### src/hdl/glu_pkg.sv
// Package for the GCD/LCM unit: widths, payload structs, sequencer states.
package glu_pkg;
    localparam int DATA_WIDTH = 64;
    localparam int CNT_W      = $clog2(DATA_WIDTH + 1);

    typedef struct packed {
        logic                  kind;
        logic [DATA_WIDTH-1:0] operand_a;
        logic [DATA_WIDTH-1:0] operand_b;
    } t_in;

    typedef struct packed {
        logic [DATA_WIDTH-1:0] value;
        logic                  ok;
    } t_out;

    typedef enum logic [2:0] {
        S_IDLE,
        S_EUCLID,
        S_QUOT,
        S_MUL,
        S_DONE
    } t_state;

    localparam logic KIND_GCD = 1'b0;
    localparam logic KIND_LCM = 1'b1;
endpackage

### src/hdl/glu_divider.sv
// Restoring divider, one quotient bit per cycle, shared by Euclid and LCM.
module glu_divider (
    input  logic                            i_clk,
    input  logic                            i_rst_n,
    input  logic                            i_start,
    input  logic [glu_pkg::DATA_WIDTH-1:0]  i_dividend,
    input  logic [glu_pkg::DATA_WIDTH-1:0]  i_divisor,
    output logic                            o_done,
    output logic [glu_pkg::DATA_WIDTH-1:0]  o_quot,
    output logic [glu_pkg::DATA_WIDTH-1:0]  o_rem
);
    localparam int W = glu_pkg::DATA_WIDTH;

    logic [W-1:0]              r_q, r_d;
    logic [W:0]                r_r;
    logic [glu_pkg::CNT_W-1:0] r_cnt;
    logic                      r_busy;
    logic [W:0]                w_shift;
    logic [W:0]                w_diff;

    // One shift-and-subtract step.
    assign w_shift = {r_r[W-1:0], r_q[W-1]};
    assign w_diff  = w_shift - {1'b0, r_d};

    always_ff @(posedge i_clk) begin
        if (!i_rst_n) begin
            r_busy <= 1'b0;
            r_cnt  <= '0;
            o_done <= 1'b0;
        end else begin
            o_done <= 1'b0;
            if (i_start) begin
                r_busy <= 1'b1;
                r_cnt  <= glu_pkg::CNT_W'(W);
                r_q    <= i_dividend;
                r_d    <= i_divisor;
                r_r    <= '0;
            end else if (r_busy) begin
                if (!w_diff[W]) begin
                    r_r <= w_diff;
                    r_q <= {r_q[W-2:0], 1'b1};
                end else begin
                    r_r <= w_shift;
                    r_q <= {r_q[W-2:0], 1'b0};
                end
                r_cnt <= r_cnt - 1'b1;
                if (r_cnt == glu_pkg::CNT_W'(1)) begin
                    r_busy <= 1'b0;
                    o_done <= 1'b1;
                end
            end
        end
    end

    assign o_quot = r_q;
    assign o_rem  = r_r[W-1:0];
endmodule

### src/hdl/gcd_lcm_unit_top.sv
// Top level of the GCD/LCM unit: sequencer, shift-add multiplier, result register.
//
//  channel | ports                      | direction | handshake
//  input   | i_start, o_busy, i_in      | in        | start high and busy low
//  result  | o_valid, o_out             | out       | one-cycle strobe
//
// GCD runs one Euclid remainder step per pass through the bit-serial divider;
// LCM adds one more division and a shift-add multiply. A zero second operand
// skips the divider; a zero first operand still takes one remainder step.
// Reset clears the sequencer; the result strobe cannot be held off.
module gcd_lcm_unit_top (
    input  logic           i_clk,
    input  logic           i_rst_n,
    input  logic           i_start,
    input  glu_pkg::t_in   i_in,
    output logic           o_busy,
    output logic           o_valid,
    output glu_pkg::t_out  o_out
);
    localparam int W = glu_pkg::DATA_WIDTH;

    glu_pkg::t_state r_state, n_state;
    logic [W-1:0]    r_x, r_y, r_a, r_b, r_acc, r_mq;
    logic            r_kind, r_ovf, r_div_go;
    logic [glu_pkg::CNT_W-1:0] r_cnt;
    logic            w_div_done;
    logic [W-1:0]    w_quot, w_rem;
    logic [W-1:0]    w_div_n, w_div_d;
    logic [W:0]      w_sum;

    assign w_div_n = (r_state == glu_pkg::S_QUOT) ? r_a : r_x;
    assign w_div_d = r_y;

    glu_divider u_div (
        .i_clk      (i_clk),
        .i_rst_n    (i_rst_n),
        .i_start    (r_div_go),
        .i_dividend (w_div_n),
        .i_divisor  (w_div_d),
        .o_done     (w_div_done),
        .o_quot     (w_quot),
        .o_rem      (w_rem)
    );

    // Multiply accumulate: r_mq shifts out from the top, acc doubles and adds b.
    assign w_sum = {r_acc, 1'b0} + (r_mq[W-1] ? {1'b0, r_b} : '0);

    // Next-state logic.
    always_comb begin
        n_state = r_state;
        case (r_state)
            glu_pkg::S_IDLE:   if (i_start) n_state = glu_pkg::S_EUCLID;
            glu_pkg::S_EUCLID: if (r_y == '0) n_state =
                (r_kind == glu_pkg::KIND_LCM && r_a != '0 && r_b != '0)
                    ? glu_pkg::S_QUOT : glu_pkg::S_DONE;
            glu_pkg::S_QUOT:   if (w_div_done) n_state = glu_pkg::S_MUL;
            glu_pkg::S_MUL:    if (r_cnt == '0) n_state = glu_pkg::S_DONE;
            glu_pkg::S_DONE:   n_state = glu_pkg::S_IDLE;
            default:           n_state = glu_pkg::S_IDLE;
        endcase
    end

    always_ff @(posedge i_clk) begin
        if (!i_rst_n) r_state <= glu_pkg::S_IDLE;
        else          r_state <= n_state;
    end

    // Datapath and divider launch control.
    always_ff @(posedge i_clk) begin
        if (!i_rst_n) begin
            r_div_go <= 1'b0;
            o_valid  <= 1'b0;
        end else begin
            r_div_go <= 1'b0;
            o_valid  <= 1'b0;
            case (r_state)
                glu_pkg::S_IDLE: if (i_start) begin
                    r_kind <= i_in.kind;
                    r_a    <= i_in.operand_a;
                    r_b    <= i_in.operand_b;
                    r_x    <= i_in.operand_a;
                    r_y    <= i_in.operand_b;
                    r_div_go <= (i_in.operand_b != '0);
                end
                glu_pkg::S_EUCLID: begin
                    if (r_y == '0) begin
                        r_div_go <= (r_kind == glu_pkg::KIND_LCM && r_a != '0
                                     && r_b != '0);
                        r_y <= r_x;
                    end else if (w_div_done) begin
                        r_x <= r_y;
                        r_y <= w_rem;
                        r_div_go <= (w_rem != '0);
                    end
                end
                glu_pkg::S_QUOT: if (w_div_done) begin
                    r_mq  <= w_quot;
                    r_acc <= '0;
                    r_ovf <= 1'b0;
                    r_cnt <= glu_pkg::CNT_W'(W);
                end
                glu_pkg::S_MUL: if (r_cnt != '0) begin
                    if (r_acc[W-1] || w_sum[W]) r_ovf <= 1'b1;
                    r_acc <= w_sum[W-1:0];
                    r_mq  <= {r_mq[W-2:0], 1'b0};
                    r_cnt <= r_cnt - 1'b1;
                end
                glu_pkg::S_DONE: begin
                    o_valid <= 1'b1;
                    if (r_kind == glu_pkg::KIND_GCD) begin
                        o_out.value <= r_x;
                        o_out.ok    <= 1'b1;
                    end else if (r_a == '0 || r_b == '0) begin
                        o_out.value <= '0;
                        o_out.ok    <= 1'b1;
                    end else begin
                        o_out.value <= r_ovf ? '0 : r_acc;
                        o_out.ok    <= !r_ovf;
                    end
                end
                default: ;
            endcase
        end
    end

    assign o_busy = (r_state != glu_pkg::S_IDLE);

    // A result strobe follows only the final sequencer step.
    a_valid_after_done: assert property (@(posedge i_clk) disable iff (!i_rst_n)
        o_valid |-> $past(r_state) == glu_pkg::S_DONE)
        else $error("result without done step");
    // GCD results always report ok.
    a_gcd_ok: assert property (@(posedge i_clk) disable iff (!i_rst_n)
        (o_valid && r_kind == glu_pkg::KIND_GCD) |-> o_out.ok)
        else $error("gcd result not ok");
    // An accepted start leaves the idle state.
    a_start_busy: assert property (@(posedge i_clk) disable iff (!i_rst_n)
        (i_start && !o_busy) |=> o_busy)
        else $error("start not taken");
endmodule

### config.mk
export PLATFORM = sky130hd
export DESIGN_NAME = gcd_lcm_unit_top
export DESIGN_NICKNAME = d
export VERILOG_FILES = /design/src/hdl/glu_pkg.sv /design/src/hdl/glu_divider.sv /design/src/hdl/gcd_lcm_unit_top.sv
export SDC_FILE = /design/constraint.sdc
export NUM_CORES = 1
export LEC_CHECK = 0
export BUFFER_PORTS_ARGS = -buffer_cell sky130_fd_sc_hd__buf_2
export CAP_MARGIN = 20
export CORE_UTILIZATION = 55
export DETAILED_ROUTE_END_ITERATION = 7
export HOLD_SLACK_MARGIN = 0.12
export PLACE_DENSITY = 0.77
export SLEW_MARGIN = 20
export SYNTH_ARGS = -nofsm -noshare
export SYNTH_HDL_FRONTEND = slang
export SYNTH_SLANG_ARGS = --single-unit
### constraint.sdc
create_clock -name i_clk -period 44.6 [get_ports i_clk]
set_clock_uncertainty 0.05 [all_clocks]
set_input_delay 13.38 -clock i_clk [delete_from_list [all_inputs] [get_ports i_clk]]
set_output_delay 13.38 -clock i_clk [all_outputs]
set_load 0.02 [all_outputs]
==> results of run 1 <==
## metal layers
metal	track usage, %	up-vias
li1	-	12570
met1	46.68	13310
met2	48.21	1713
met3	5.832	210
met4	13.67	2
met5	0	-
## power groups by stage
stage | Combinational [mW] | Sequential, mW | Clock [mW]
6_report | 0.292 | 0.783 | 0.608
5_1_grt | 0.316 | 0.784 | 0.632
4_1_cts | 0.285 | 0.780 | 0.610
3_5_place_dp | 0.283 | 0.792 | 0
3_3_place_gp | 0.280 | 0.792 | 0
2_1_floorplan | 0.207 | 0.778 | 0
## cell usage after synthesis, types with 11 or more instances
cell      count  share of area (%)
edfxtp_1    650                 55
nor2_1      386                4.1
nand2_1     385                4.1
a21oi_1     366                5.1
inv_1       178                1.9
o21ai_0     153                2.1
clkbuf_1    147                1.5
ha_1        130                4.6
mux2i_1     112                3.1
nor4_1       90                1.6
and2_1       78                1.4
mux2_2       65                2.1
xnor2_1      64                1.6
a21o_1       61                1.3
nand4_1      59                1.0
xor2_1       50                1.2
nor3_1       47               0.66
o21a_1       29               0.61
o21bai_1     29               0.61
nand2b_1     24               0.42
nand3_1      23               0.32
a31oi_1      19               0.33
nor2b_1      17               0.30
o211ai_1     16               0.34
dfxtp_1      14               0.79
and3_1       13               0.23
buf_1        13               0.14
or3_1        13               0.23
a211oi_1     11               0.23
o31ai_1      11               0.23
## worst max-delay path by stage
stage	startpoint	to	slack [ns]	cells after the start
5_1_grt	i_rst_n	r_mq[15]$_DFFE_PP_	29.05	4
4_1_cts	i_rst_n	r_acc[13]$_SDFFCE_PN0P_	29.22	4
2_1_floorplan	i_rst_n	r_ovf$_DFFE_PP_	20.49	3
3_5_place_dp	i_rst_n	r_acc[11]$_SDFFCE_PN0P_	28.58	4
6_report	i_rst_n	r_mq[12]$_DFFE_PP_	29.18	4
3_3_place_gp	i_rst_n	r_acc[12]$_SDFFCE_PN0P_	28.59	4
## per-stage QoR
| step | worst slack (ns) | hold slack, ns | utilization, % | power, mW | instance area (um^2) |
|---|---|---|---|---|---|
| after floorplan | 20.49 | 0.3944 | - | 0.9851 | 35670 |
| after global placement | 28.59 | 0.4340 | 58.71 | 1.071 | 37310 |
| after detailed placement | 28.58 | 0.4213 | 58.71 | 1.075 | 37310 |
| after CTS | 29.22 | 0.4462 | 62.40 | 1.675 | 39650 |
| after global routing | 29.05 | 0.4683 | 62.41 | 1.732 | 39660 |
| final | 29.18 | 0.4499 | 62.42 | 1.683 | 39660 |
## state kept, by name (all words and copies together), names as in the netlist, 3 cells and up
name and count:
o_out 65, r_a 64, r_acc 64, r_b 64
r_cnt 7, r_mq 64, r_state 3, r_x 64
r_y 64, u_div.o_quot 64, u_div.r_cnt 7, u_div.r_d 64
u_div.r_r 64
## cells by family after synthesis
| kind of cell | count (synthesis) | synth area share [%] |
|---|---|---|
| xor+xnor | 114 | 2.799 |
| simple gates | 1168 | 14.97 |
| flops | 664 | 55.51 |
| buf+inv | 355 | 3.890 |
| mux | 177 | 5.195 |
| fa+ha+maj | 132 | 4.673 |
| compound gates | 777 | 12.96 |
## tightest hold or removal path, cell delays in order (launching register included)
cell      delay (ns)
edfxtp_1        0.32
nand2_1         0.05
nand2_1         0.05
## cell type report
| type | count | area [um^2] |
|---|---|---|
| repair buffers | 225 | 1194 |
| diodes | 4 | 10.01 |
| clock inverters | 41 | 520.5 |
| flip-flops and latches | 664 | 19800 |
| clock buffers | 84 | 1826 |
| fillers | 5158 | 23880 |
| multi-input cells | 2368 | 14580 |
| well taps | 846 | 1059 |
| inverters | 178 | 668.1 |
==> flow_summary.ini, run 1 <==
[status]
outcome = completed

[logic_synthesis]
avgSynthCellArea_um2 = 10.53
syn_nets = 3651
async_reset_ff_share_pct = 0
synth_cells = 3387
ys_ff_latch = 664
synth_edf_count = 650
synth.distinct_cells = 74
synth_seq_area_share_pct = 55.51
ys_warn_count = 0
ys.flop_type = edfxtp_1
synth_area_mm2 = 0.03567

[worst_setup_path]
ff2ff_setup_slack_ns = 38.53
path_cells = buf_2 > a21boi_4 > buf_4 > buf_4
worstSetupEndpointType = flip-flop
start_kind = primary input
cp_num_buf_inv = 3
critPathKind = primary input to flip-flop
critical_path_arrival_ns = 15.60
timing.critical_path.mode_cell = buf_4
critPathTopFamily = buffers and inverters
cp_slowest_cell = buf_4
r2r-start = u_div.o_quot[63]$_DFFE_PP_
rr_worst_depth = 14
r2r-end = u_div.r_r[58]$_SDFFCE_PP0P_
cp_max_fo = 74
required_ns = 44.78
slowest_delay_ns = 0.83

[clocking]
clk_path_buf_depth = 3
post_cts_buffers = 0
numCtsBuffers = 69
cts_resized = 0
cts_tree = built
clk_latency_ns = 0.62
root_buffer = clkbuf_16
htree_levels = 3
clk_pin_slew_worst_paths_ns = 0.06
cts_hold_buf = 0
cts_sinks = 664

[finish]
area_delta_synth_final_pct = 11.20
drive_gt1_share_pct = 11.83
layout_common_cells = edfxtp_1 (650), nor2_1 (386), nand2_1 (385)
final_nets = 3770
mostFrequentLayoutCell = edfxtp_1
stdcell_count = 4410

[routing]
drt-total-wl_mm = 108.5
routed.top_layer = met5
ant_nets = 0
met1Wirelength_mm = 44.05
wl_met2_mm = 47.44
viasPerCell = 6.304
vias = 27800
wl_met3_mm = 12.46
drtIter0Drc = 3921
drc = 0
wl_per_cell_um = 24.60
first_pass_iters = 6

[placed_design]
place_congestion = 1.007
numPlacedInstances = 4281
dp_hpwl_mm = 81.07
io_buffer_count = 198

[sta]
setup_viol_count_final = 0
period_share_pct = 34.58
hold_viol = 0
max-slew-margin-rel_pct = 28.23
setup-tns-final_ns = 0
worstMarginPinSlew_ns = 1.067
max_freq_mhz = 64.83
maxSlewViolCount = 0
rsz0062_at_grt = false
post-route-min-period_ns = 15.42

[pwr]
p_sw_share_pct = 28.38
clockPowerShare_pct = 36.1
ir_worst_vdd_mv = 0.02785
p_int_mw = 1.205
power-per-cell-area_mw_per_mm2 = 42.42
switching_power_mw = 0.4775
p_leak_nw = 14.96
comb_power_share_pct = 17.3
seq_power_share_pct = 46.5

[min_path]
min_path_cells = 2
hp-start = r_mq[19]$_DFFE_PP_
holdPathEnd = r_mq[20]$_DFFE_PP_
hold_class = flip-flop to flip-flop

[floorplan]
die_width_um = 256.7
ioPinCount = 199
die_y_um = 256.7
core_area_mm2 = 0.06354
start_util_pct = 56.13
rows = 92
die-area_mm2 = 0.06587

[global_route]
grt_usage_pct = 32.39
grt_max_degree = 105
grt_pass1_vias = 25440
antenna_found_initial = 10
grt_pass1_wl_mm = 158.9
grt_overflow = 0

[run]
cap_violations = 0
No activity file was read; power rests on OpenSTA's default activity.
==> run 2, diff against run 1 <==
==> constraint.sdc (replaced) <==
create_clock -name i_clk -period 14.6 [get_ports i_clk]
set_clock_uncertainty 0.05 [all_clocks]
set_input_delay 4.38 -clock i_clk [delete_from_list [all_inputs] [get_ports i_clk]]
set_output_delay 4.38 -clock i_clk [all_outputs]
set_load 0.02 [all_outputs]
==> run 2 against run 1 <==
Net effect: via count up 1.2%; highest routed layer is now met4; critical path type unchanged; largest power group unchanged; sequential cell count is the same; critical endpoint is now r_mq[11]$_DFFE_PP_; cell area shrank 0.31%; largest cell class unchanged.
==> flow_summary.ini, run 2 (synthesis gave the netlist of run 1 again) <==
[sta]
hold_viol = 0
max-slew-margin-rel_pct = 25.65
worstMarginPinSlew_ns = 1.105
setup-tns-final_ns = 0
maxSlewViolCount = 0
max_freq_mhz = 157.7
period_share_pct = 43.44
setup_viol_count_final = 0
rsz0062_at_grt = false
timing.final.ws_setup_ns = 8.258
post-route-min-period_ns = 6.342

[finish]
n_fill_cell = 5034
drive_gt1_share_pct = 11.91
multi_input_area_mm2 = 0.01460
final_nets = 3770
fin_area_mm2 = 0.03954
layout_common_cells = edfxtp_1 (650), nor2_1 (386), nand2_1 (385)
mostFrequentLayoutCell = edfxtp_1
largest_reg_flops = 65
area_delta_synth_final_pct = 10.86
seq_area_mm2 = 0.01980
largest-register = o_out

[clocking]
clk_latency_ns = 0.62
cts_hold_buf = 0
post_cts_buffers = 0
root_buffer = clkbuf_16
clk_path_buf_depth = 3
cts_sinks = 664
cts_tree = built
htree_levels = 3
clk_pin_slew_worst_paths_ns = 0.06
cts_resized = 0
numCtsBuffers = 68

[global_route]
antenna_found_initial = 5
grt_max_degree = 98
grt_usage_pct = 32.65
grt_overflow = 0
grt_pass1_vias = 26020
grt_pass1_wl_mm = 161.2

[floorplan]
die_width_um = 256.7
die-area_mm2 = 0.06587
die_y_um = 256.7
rows = 92
ioPinCount = 199
start_util_pct = 56.13
core_area_mm2 = 0.06354

[worst_setup_path]
critPathKind = primary input to flip-flop
worstSetupEndpointType = flip-flop
cp_max_fo = 78
critical_path_arrival_ns = 6.51
start_kind = primary input
required_ns = 14.77

[status]
outcome = completed

[placed_design]
dpl-instance-area_mm2 = 0.03733
place_ws_ns = 7.648
io_buffer_count = 198
dp_hpwl_mm = 81.70
place_congestion = 0.9959

[run]
cap_violations = 0

[routing]
drc = 0
ant_nets = 0
first_pass_iters = 6
viasPerCell = 6.385
wl_per_cell_um = 24.89
vias = 28140
drt-total-wl_mm = 109.7
drtIter0Drc = 4179

[min_path]
hold_class = flip-flop to flip-flop

[pwr]
finalPower_mw = 5.038
p_leak_nw = 14.92
ir_worst_vdd_mv = 0.07799
power-per-cell-area_mw_per_mm2 = 127.4
run 2: cell count changes in the layout (fill, tap and decap cells not counted), moves of 3 or more:
cell,change
nor4_1,-3
nor4_2,+3
clkinv_2,+9
bufinv_16,-5
clkinvlp_4,-4
run 2: through the flow:
stage / hold WS, ns / std cells / utilization [%]
2_1_floorplan: 0.3944 / 3387 / -
3_3_place_gp: 0.4321 / 4282 / 58.74
3_5_place_dp: 0.4243 / 4282 / 58.75
4_1_cts: 0.4446 / 4405 / 62.21
5_1_grt: 0.4770 / 4408 / 62.23
6_report: 0.4463 / 4408 / 62.23
run 2: report_power, final:
part | total (mW) | internal (mW) | switching, mW
Clock | 1.75 | 0.999 | 0.753
Combinational | 0.897 | 0.312 | 0.585
Sequential | 2.39 | 2.28 | 0.111
run 2: worst paths after layout:
| kind | startpoint | to | slack [ns] | cells past startpoint |
|---|---|---|---|---|
| worst max-delay path | i_rst_n | r_mq[11]$_DFFE_PP_ | 8.26 | 4 |
| worst min register to register | r_y[54]$_DFFE_PP_ | u_div.r_d[54]$_DFFE_PP_ | 0.45 | 0 |
| worst max register to register | u_div.o_quot[63]$_DFFE_PP_ | u_div.r_r[38]$_SDFFCE_PP0P_ | 9.31 | 14 |
| worst min-delay path | r_y[54]$_DFFE_PP_ | u_div.r_d[54]$_DFFE_PP_ | 0.45 | 0 |
run 2: per-layer routing:
metal  part of all wire [%]  wire (um)  track usage, %  vias to the layer above
met4                    4.3       4716           13.53                        0
li1                       -          -               -                    12550
met5                      0          0               0                        -
met3                     12      13080           4.715                      222
met2                     44      48280           49.18                     1888
met1                     40      43650           47.43                    13480
run 2: critical path: stages:
cell,delay (ns)
buf_2,0.23
a21boi_4,0.21
buf_4,0.82
buf_4,0.77
run 2: cell type report:
cell class	count	share of cell area, %
diodes	3	0.01899
clock buffers	84	4.614
clock inverters	39	0.9493
inverters	178	1.690
multi-input cells	2368	36.93
flip-flops and latches	664	50.08
well taps	846	2.677
repair buffers	226	3.038
